**src/metbl_pkg.sv**
```systemverilog
// shared types and codes for the mesh edge table build and lookup block
`default_nettype none
package metbl_pkg;

  // operation codes
  localparam logic [1:0] OP_LOAD   = 2'd0;
  localparam logic [1:0] OP_BUILD  = 2'd1;
  localparam logic [1:0] OP_LOOKUP = 2'd2;
  localparam logic [1:0] OP_READ   = 2'd3;

  // result status codes
  localparam logic [1:0] ST_OK   = 2'd0;
  localparam logic [1:0] ST_MISS = 2'd1;
  localparam logic [1:0] ST_FULL = 2'd2;

  typedef struct packed {
    logic [1:0]  operation;
    logic        is_quad;
    logic [15:0] vertex_a;
    logic [15:0] vertex_b;
    logic [15:0] vertex_c;
    logic [15:0] vertex_d;
    logic [9:0]  edge_slot;
  } in_item_t;

  typedef struct packed {
    logic [1:0]  status;
    logic [9:0]  edge_index;
    logic [15:0] edge_low;
    logic [15:0] edge_high;
    logic [10:0] edge_count;
    logic [8:0]  face_count;
  } out_item_t;

  typedef enum logic [3:0] {
    S_IDLE, S_DISPATCH, S_LOAD,
    S_SORT_I, S_SORT_K, S_SORT_J, S_SORT_C,
    S_DD_RD, S_DD_C,
    S_SR_P, S_SR_C, S_RD_C, S_FINISH
  } state_t;

  typedef enum logic [2:0] {
    RD_NONE, RD_RAW_I, RD_RAW_JM1, RD_UNIQ_MID, RD_UNIQ_SLOT
  } rd_sel_t;

  typedef enum logic [2:0] {
    WR_NONE, WR_RAW_SIDE, WR_RAW_J_KEY, WR_RAW_J_Q, WR_UNIQ
  } wr_sel_t;

  typedef enum logic [2:0] {
    RES_NONE, RES_OK, RES_FULL, RES_FOUND, RES_MISS, RES_SLOT, RES_BAD
  } res_sel_t;

  // controller to datapath
  typedef struct packed {
    logic     capture;
    rd_sel_t  rd;
    wr_sel_t  wr;
    logic     i_init1;
    logic     i_init0;
    logic     i_inc;
    logic     j_load;
    logic     j_dec;
    logic     key_from_q;
    logic     key_from_in;
    logic     u_init;
    logic     ucount_set;
    logic     lo_upd;
    logic     hi_upd;
    logic     face_inc;
    res_sel_t res;
    logic     out_load;
  } cmd_t;

  // datapath to controller
  typedef struct packed {
    logic [1:0] op;
    logic       full;
    logic       side_last;
    logic       i_done;
    logic       j_zero;
    logic       raw_gt;
    logic       keep;
    logic       srch_empty;
    logic       eq;
    logic       lt;
    logic       slot_ok;
    logic       out_busy;
  } sts_t;

endpackage
`default_nettype wire

```
**src/metbl_ctrl.sv**
```systemverilog
// controller state machine sequencing load, sort, dedup, search and read
`default_nettype none
module metbl_ctrl (
  input  wire logic          clk,
  input  wire logic          rst,
  input  wire logic          in_valid,
  output logic               in_ready,
  input  wire metbl_pkg::sts_t sts,
  output metbl_pkg::cmd_t    cmd
);
  import metbl_pkg::*;

  state_t state, state_next;

  // state register
  always_ff @(posedge clk) begin
    if (rst) begin
      state <= S_IDLE;
    end else begin
      state <= state_next;
    end
  end

  // next state
  always_comb begin
    state_next = state;
    case (state)
      S_IDLE: begin
        if (in_valid) state_next = S_DISPATCH;
      end
      S_DISPATCH: begin
        case (sts.op)
          OP_LOAD:   state_next = sts.full ? S_FINISH : S_LOAD;
          OP_BUILD:  state_next = S_SORT_I;
          OP_LOOKUP: state_next = S_SR_P;
          default:   state_next = sts.slot_ok ? S_RD_C : S_FINISH;
        endcase
      end
      S_LOAD:   if (sts.side_last) state_next = S_FINISH;
      S_SORT_I: state_next = sts.i_done ? S_DD_RD : S_SORT_K;
      S_SORT_K: state_next = S_SORT_J;
      S_SORT_J: state_next = sts.j_zero ? S_SORT_I : S_SORT_C;
      S_SORT_C: state_next = sts.raw_gt ? S_SORT_J : S_SORT_I;
      S_DD_RD:  state_next = sts.i_done ? S_FINISH : S_DD_C;
      S_DD_C:   state_next = S_DD_RD;
      S_SR_P:   state_next = sts.srch_empty ? S_FINISH : S_SR_C;
      S_SR_C:   state_next = sts.eq ? S_FINISH : S_SR_P;
      S_RD_C:   state_next = S_FINISH;
      S_FINISH: if (!sts.out_busy) state_next = S_IDLE;
      default:  state_next = S_IDLE;
    endcase
  end

  // outputs
  always_comb begin
    cmd = '0;
    cmd.rd = RD_NONE;
    cmd.wr = WR_NONE;
    cmd.res = RES_NONE;
    in_ready = (state == S_IDLE);
    case (state)
      S_IDLE: cmd.capture = in_valid;
      S_DISPATCH: begin
        case (sts.op)
          OP_LOAD: if (sts.full) cmd.res = RES_FULL;
          OP_BUILD: cmd.i_init1 = 1'b1;
          OP_LOOKUP: cmd.key_from_in = 1'b1;
          default: begin
            if (sts.slot_ok) cmd.rd = RD_UNIQ_SLOT;
            else cmd.res = RES_BAD;
          end
        endcase
      end
      S_LOAD: begin
        cmd.wr = WR_RAW_SIDE;
        if (sts.side_last) begin
          cmd.face_inc = 1'b1;
          cmd.res = RES_OK;
        end
      end
      S_SORT_I: begin
        if (sts.i_done) begin
          cmd.i_init0 = 1'b1;
          cmd.u_init = 1'b1;
        end else begin
          cmd.rd = RD_RAW_I;
        end
      end
      S_SORT_K: begin
        cmd.key_from_q = 1'b1;
        cmd.j_load = 1'b1;
      end
      S_SORT_J: begin
        if (sts.j_zero) begin
          cmd.wr = WR_RAW_J_KEY;
          cmd.i_inc = 1'b1;
        end else begin
          cmd.rd = RD_RAW_JM1;
        end
      end
      S_SORT_C: begin
        if (sts.raw_gt) begin
          cmd.wr = WR_RAW_J_Q;
          cmd.j_dec = 1'b1;
        end else begin
          cmd.wr = WR_RAW_J_KEY;
          cmd.i_inc = 1'b1;
        end
      end
      S_DD_RD: begin
        if (sts.i_done) begin
          cmd.ucount_set = 1'b1;
          cmd.res = RES_OK;
        end else begin
          cmd.rd = RD_RAW_I;
        end
      end
      S_DD_C: begin
        if (sts.keep) cmd.wr = WR_UNIQ;
        cmd.i_inc = 1'b1;
      end
      S_SR_P: begin
        if (sts.srch_empty) cmd.res = RES_MISS;
        else cmd.rd = RD_UNIQ_MID;
      end
      S_SR_C: begin
        if (sts.eq) cmd.res = RES_FOUND;
        else if (sts.lt) cmd.lo_upd = 1'b1;
        else cmd.hi_upd = 1'b1;
      end
      S_RD_C: cmd.res = RES_SLOT;
      S_FINISH: cmd.out_load = !sts.out_busy;
      default: ;
    endcase
  end

endmodule
`default_nettype wire

```
**config.mk**
```make
export PLATFORM = sky130hd
export DESIGN_NAME = metbl_ctrl
export DESIGN_NICKNAME = d
export VERILOG_FILES = /design/src/metbl_pkg.sv /design/src/metbl_ctrl.sv
export SDC_FILE = /design/constraint.sdc
export NUM_CORES = 1
export LEC_CHECK = 0
export BUFFER_PORTS_ARGS = -buffer_cell sky130_fd_sc_hd__buf_2
export CAP_MARGIN = 20
export CORE_UTILIZATION = 49
export DETAILED_ROUTE_END_ITERATION = 10
export PLACE_DENSITY = 0.93
export SYNTH_ARGS = -nofsm -noshare
export SYNTH_HDL_FRONTEND = slang
export SYNTH_SLANG_ARGS = --single-unit
```
**constraint.sdc**
```tcl
create_clock -name clk -period 4.55 [get_ports clk]
set_clock_uncertainty 0.2 [all_clocks]
set_input_delay 0.6825 -clock clk [delete_from_list [all_inputs] [get_ports clk]]
set_output_delay 0.6825 -clock clk [all_outputs]
set_load 0.01 [all_outputs]
```
==> results of run 1 <==
## routing by layer
layer / share of wire / routed length [microns]
met5: 0 / 0
met4: 0 / 0
met3: 0.059 / 137
met2: 0.52 / 1200
met1: 0.42 / 963
## worst max-delay path: stages
cell and delay [ns]:
buf_2 0.13, ha_1 0.24, nand3b_1 0.19, a2111oi_0 0.41
a41oi_1 0.09, nor2_1 0.13, buf_2 0.14
## metrics by stage
step / instance area (sq um) / setup WS, ns / hold slack (ns) / util / cells
after floorplan: 836 / 1.97 / 0.490 / - / 121
after global placement: 980 / 1.71 / 0.667 / 0.636 / 163
after detailed placement: 980 / 1.67 / 0.678 / 0.636 / 163
after CTS: 1000 / 1.67 / 0.426 / 0.650 / 166
after global routing: 1000 / 1.39 / 0.437 / 0.650 / 166
final: 1000 / 1.65 / 0.431 / 0.650 / 166
## power groups by stage
stage | combinational (uW) | sequential, uW | clock (uW)
floorplan | 285 | 53.2 | 0
global placement | 267 | 124 | 0
detailed placement | 278 | 126 | 0
CTS | 280 | 126 | 45.6
global route | 309 | 137 | 48.8
finish | 280 | 129 | 43.6
## cells by family (layout without fill, tap and decap cells)
| group | Yosys count | count (layout) |
|---|---|---|
| fa+ha+maj | 5 | 5 |
| flops | 4 | 4 |
| mux | 3 | 3 |
| buf+inv | 19 | 48 |
| simple gates | 56 | 56 |
| compound gates | 34 | 34 |
## worst max-delay path by stage
stage,to,from,slack [ns]
6_report,cmd[2],sts[11],1.65
2_1_floorplan,cmd[2],sts[11],1.97
3_5_place_dp,cmd[2],sts[11],1.67
4_1_cts,cmd[2],sts[11],1.67
3_3_place_gp,cmd[2],sts[11],1.71
5_1_grt,cmd[2],state[0]$_SDFFE_PP0P_,1.39
## synthesized netlist by cell type, drive strengths merged, types with 2 or more instances
master,count,area [sq um]
buf,10,60.1
o21bai,2,15.0
a21oi,7,35.0
nand2,11,41.3
clkbuf,3,11.3
and2,3,18.8
nor2,9,33.8
inv,6,22.5
a32oi,3,26.3
dfxtp,4,80.1
and3,5,31.3
mux2i,3,30.0
nor4,2,12.5
or3b,2,20.0
and4,2,17.5
nor3b,2,15.0
nor3,4,20.0
a22oi,2,20.0
o21ai,9,45.0
nand3,2,10.0
ha,5,62.6
nor2b,4,25.0
nand2b,5,31.3
## final cells by class
class | count | area [sq um]
multi-input combinational | 98 | 662
fill | 148 | 539
sequential | 4 | 80.1
clock buffer | 3 | 22.5
inverter | 6 | 22.5
timing repair buffer | 39 | 195
tap | 16 | 20.0
==> flow_metrics.env, run 1 <==
export IMPL_clock_sinks=4
export IMPL_start_util=0.542
export IMPL_worstReg2RegEnd="state[3]$_SDFFE_PP0P_"
export IMPL_antenna_found_initial=0
export IMPL_crit_type="in -> out"
export IMPL_drt_vias_per_instance=6.08
export IMPL_endpoint_kind="output pin"
export IMPL_totalWireLength_microns=2300
export IMPL_ys_warn_count=0
export IMPL_overflow=0
export IMPL_post_dp_hpwl_microns=1690
export IMPL_seqPwrFrac=0.284
export IMPL_hold_start="rst"
export IMPL_synthXorXnorAreaFrac=0
export IMPL_h_tree_depth=1
export IMPL_p_sw_uw=246
export IMPL_syn_instance_count=121
export IMPL_clkPwrFrac=0.096
export IMPL_final_common_cell="buf_2"
export IMPL_vdd_drop_max_mv=0.248
export IMPL_synth_compound_area_frac=0.277
export IMPL_cellPowerDensity_nw_per_um2=452
export IMPL_drtIter0Drc=24
export IMPL_drv_cap=0
export IMPL_dieHeight_microns=43.3
export IMPL_outcome="finished clean"
export IMPL_synth_top_family_by_area="simple AND/OR/NAND/NOR gates"
export IMPL_port_buffers=39
export IMPL_ios=40
export IMPL_clockBufferDepth=2
export IMPL_drt_first_pass_iters=4
export IMPL_achievable_frequency_mhz=344
export IMPL_num_antenna_cells=0
export IMPL_busiest_layer="met2"
export IMPL_setup_viol=0
export IMPL_hold_buffers=0
export IMPL_synth_edf_count=0
export IMPL_antenna_left=0
export IMPL_fin_nets=173
export IMPL_use_met2=0.484
export IMPL_hold_class="in -> reg"
export IMPL_grt_pass1_vias=899
export IMPL_grt_pass1_wl_microns=3820
export IMPL_cts_buffers_inserted=3
export IMPL_grt_use_met3=0.0426
export IMPL_core_sq_um=1540
export IMPL_worstHoldPathCells=2
export IMPL_seq_area_frac_synth=0.0958
export IMPL_synth_nets=142
export IMPL_grt_max_degree=28
export IMPL_reg_top3="state x4"
export IMPL_finalSetupTns_ns=0
export IMPL_num_vias=1010
export IMPL_worst_r2r_cell_count=4
export IMPL_final_hold_viol_count=0
export IMPL_p_int_uw=207
export IMPL_cts_resized=0
export IMPL_tightest_slew_ns=0.854
export IMPL_rsz0062_at_grt="no"
export IMPL_drc=0
export IMPL_timing_final_crit_share=0.638
export IMPL_largest_reg_flops=4
export IMPL_reg2reg_slack_ns=2.49
export IMPL_clkTransAtPathRegs_ns=0.04
export IMPL_crit_fanout=6
export IMPL_die_area_sq_um=1870
export IMPL_globalplace_congestion=0.841
export IMPL_p_leak_uw=0.000489
export IMPL_synth_cell_types=44
export IMPL_holdPathEnd="state[1]$_SDFFE_PP0P_"
export IMPL_post_cts_buffers=0
export IMPL_layout_common_cells="buf_2 (39), nand2_1 (11), nor2_1 (9), o21ai_0 (9), a21oi_1 (7)"
export IMPL_period_needed_ns=2.90
export IMPL_area_growth_pct=19.9
export IMPL_max_flop_register="state"
export IMPL_clock_latency_ns=0.24
export IMPL_synth_seq_cells=4
export IMPL_worstSetupStartpointType="input pin"
export IMPL_core_rowCount=14
export IMPL_syn_cell_area_sq_um=836
export IMPL_drive_gt1_frac=0.313
export IMPL_worstPathRequired_ns=3.67
export IMPL_switching_share=0.543
export IMPL_synthSimpleGateAreaFrac=0.404
export IMPL_synthMuxAreaShare=0.0359
export IMPL_die_w_microns=43.3
export IMPL_relSlewSlack=0.430
export IMPL_synthAdderAreaFrac=0.0749
export IMPL_maxSlewViolCount=0
export IMPL_cts_tree="yes"
export IMPL_syn_area_per_cell_sq_um=6.91
export IMPL_synth_top_flop_cell="dfxtp_1"
export IMPL_timing_rr_start="state[1]$_SDFFE_PP0P_"
export IMPL_cp_arrival_ns=2.02
export IMPL_ctsRootBufferMaster="clkbuf_4"
export IMPL_fin_total_pwr_uw=453
export IMPL_grtUsageTotal=0.261
export IMPL_grtUsageMet1=0.320
export IMPL_share_comb_of_total_power=0.620
export IMPL_ys_async_sr_fraction=0
export IMPL_routedWlPerCell_microns=13.9
Power figures use the tool's default switching activity.
==> inputs of run 2 (changes only) <==
Settings changed: CORE_UTILIZATION 49 to 46, PLACE_DENSITY 0.93 to 0.89.
Clock period 4.55 ns to 3 ns, I/O delays scaled along.
==> run 2 against run 1 <==
Against the previous run:
- total power grew 57%
- combinational power is 81% higher
- worst hold slack got worse by 0.22 ns
- sequential power is 6% higher
- flip-flop and latch count is the same
- setup slack got worse by 1.3 ns
- critical endpoint unchanged
==> flow_metrics.env, run 2 (synthesis results as in run 1) <==
export IMPL_reg_top3="state x4"
export IMPL_cts_resized=0
export IMPL_cts_tree="yes"
export IMPL_crit_fanout=21
export IMPL_endpoint_kind="output pin"
export IMPL_num_vias=1037
export IMPL_grt_max_degree=28
export IMPL_reg2reg_slack_ns=1.08
export IMPL_die_area_sq_um=1990
export IMPL_finalSetupTns_ns=0
export IMPL_hold_start="rst"
export IMPL_timing_final_crit_share=0.873
export IMPL_drtIter0Drc=51
export IMPL_overflow=0
export IMPL_worstReg2RegEnd="state[1]$_SDFFE_PP0P_"
export IMPL_largest_reg_flops=4
export IMPL_p_int_uw=330
export IMPL_core_sq_um=1710
export IMPL_routedWlPerCell_microns=13.4
export IMPL_fin_total_pwr_uw=711
export IMPL_core_rowCount=15
export IMPL_grtUsageTotal=0.246
export IMPL_worstSetupStartpointType="flip-flop"
export IMPL_clkTransAtPathRegs_ns=0.04
export IMPL_relSlewSlack=0.575
export IMPL_post_cts_buffers=0
export IMPL_grt_pass1_wl_microns=3680
export IMPL_share_comb_of_total_power=0.715
export IMPL_fin_nets=176
export IMPL_antenna_left=0
export IMPL_worstHoldPathCells=2
export IMPL_clkPwrFrac=0.093
export IMPL_rsz0062_at_grt="no"
export IMPL_area_growth_pct=24.0
export IMPL_timing_rr_start="state[0]$_SDFFE_PP0P_"
export IMPL_num_antenna_cells=0
export IMPL_fin_cells=178
export IMPL_h_tree_depth=1
export IMPL_final_common_cell="buf_2"
export IMPL_maxSlewViolCount=0
export IMPL_globalplace_congestion=0.839
export IMPL_drive_gt1_frac=0.327
export IMPL_hold_class="in -> reg"
export IMPL_ctsRootBufferMaster="clkbuf_4"
export IMPL_drv_cap=0
export IMPL_dp_cells=175
export IMPL_post_dp_hpwl_microns=1770
export IMPL_totalWireLength_microns=2390
export IMPL_setup_viol=0
export IMPL_max_flop_register="state"
export IMPL_drt_first_pass_iters=6
export IMPL_worst_r2r_cell_count=4
export IMPL_layout_common_cells="buf_2 (39), nand2_1 (11), nor2_1 (9), o21ai_0 (9), a21oi_1 (7)"
export IMPL_grt_pass1_vias=839
export IMPL_cp_arrival_ns=1.97
export IMPL_clock_sinks=4
export IMPL_final_hold_viol_count=0
export IMPL_port_buffers=39
export IMPL_drc=0
export IMPL_vdd_drop_max_mv=0.313
export IMPL_antenna_found_initial=0
export IMPL_switching_share=0.535
export IMPL_holdPathEnd="state[1]$_SDFFE_PP0P_"
export IMPL_cellPowerDensity_nw_per_um2=686
export IMPL_die_w_microns=44.6
export IMPL_worstPathRequired_ns=2.35
export IMPL_p_leak_uw=0.000506
export IMPL_p_sw_uw=380
export IMPL_cts_buffers_inserted=3
export IMPL_clockBufferDepth=2
export IMPL_drt_vias_per_instance=5.83
export IMPL_clock_latency_ns=0.23
export IMPL_ios=40
export IMPL_start_util=0.489
export IMPL_achievable_frequency_mhz=382
export IMPL_dieHeight_microns=44.6
export IMPL_crit_type="reg -> out"
export IMPL_period_needed_ns=2.62
export IMPL_hold_buffers=0
export IMPL_outcome="finished clean"
export IMPL_tightest_slew_ns=0.637
export IMPL_seqPwrFrac=0.193
[run 2: how the worst max path moves through the flow]
| stage | start | to | slack, ns | cells after the start |
|---|---|---|---|---|
| global route | state[0]$_SDFFE_PP0P_ | cmd[2] | 0.26 | 5 |
| global placement | sts[11] | cmd[2] | 0.64 | 7 |
| CTS | state[0]$_SDFFE_PP0P_ | cmd[2] | 0.41 | 5 |
| finish | state[0]$_SDFFE_PP0P_ | cmd[2] | 0.38 | 5 |
| detailed placement | sts[11] | cmd[2] | 0.58 | 7 |
| floorplan | sts[11] | cmd[2] | 0.89 | 5 |
[run 2: stage by stage]
| stage | utilization | hold WS [ns] | worst slack [ns] | area [sq um] |
|---|---|---|---|---|
| after floorplan | - | 0.319 | 0.888 | 836 |
| after CTS | 0.607 | 0.202 | 0.414 | 1040 |
| after global placement | 0.593 | 0.444 | 0.636 | 1010 |
| after global routing | 0.607 | 0.220 | 0.264 | 1040 |
| after detailed placement | 0.593 | 0.447 | 0.579 | 1010 |
| final | 0.607 | 0.207 | 0.381 | 1040 |
[run 2: critical path, stage by stage (launching register included)]
cell,delay (ns)
dfxtp_1,0.72
inv_1,0.32
a2111oi_0,0.35
a41oi_1,0.08
nor2_1,0.12
buf_2,0.14
[run 2: power groups by stage]
stage / Combinational (uW) / Sequential (uW) / Clock, uW
after floorplan: 433 / 80.7 / 0
after global placement: 482 / 130 / 0
after detailed placement: 498 / 135 / 0
after CTS: 503 / 134 / 67.5
after global routing: 562 / 142 / 74.1
final: 508 / 137 / 65.8
[run 2: layout make-up]
type	count	area (sq um)
fillers	170	672
multi-input cells	98	662
repair buffers	42	218
flip-flops and latches	4	80.1
well taps	25	31.3
clock buffers	3	22.5
inverters	6	22.5
[run 2: layer usage]
layer	share of wire	wire (microns)	GRT usage
met5	0	0	0
met4	0.023	55	0.109
met3	0.075	178	0.0286
met2	0.49	1170	0.429
met1	0.41	981	0.300
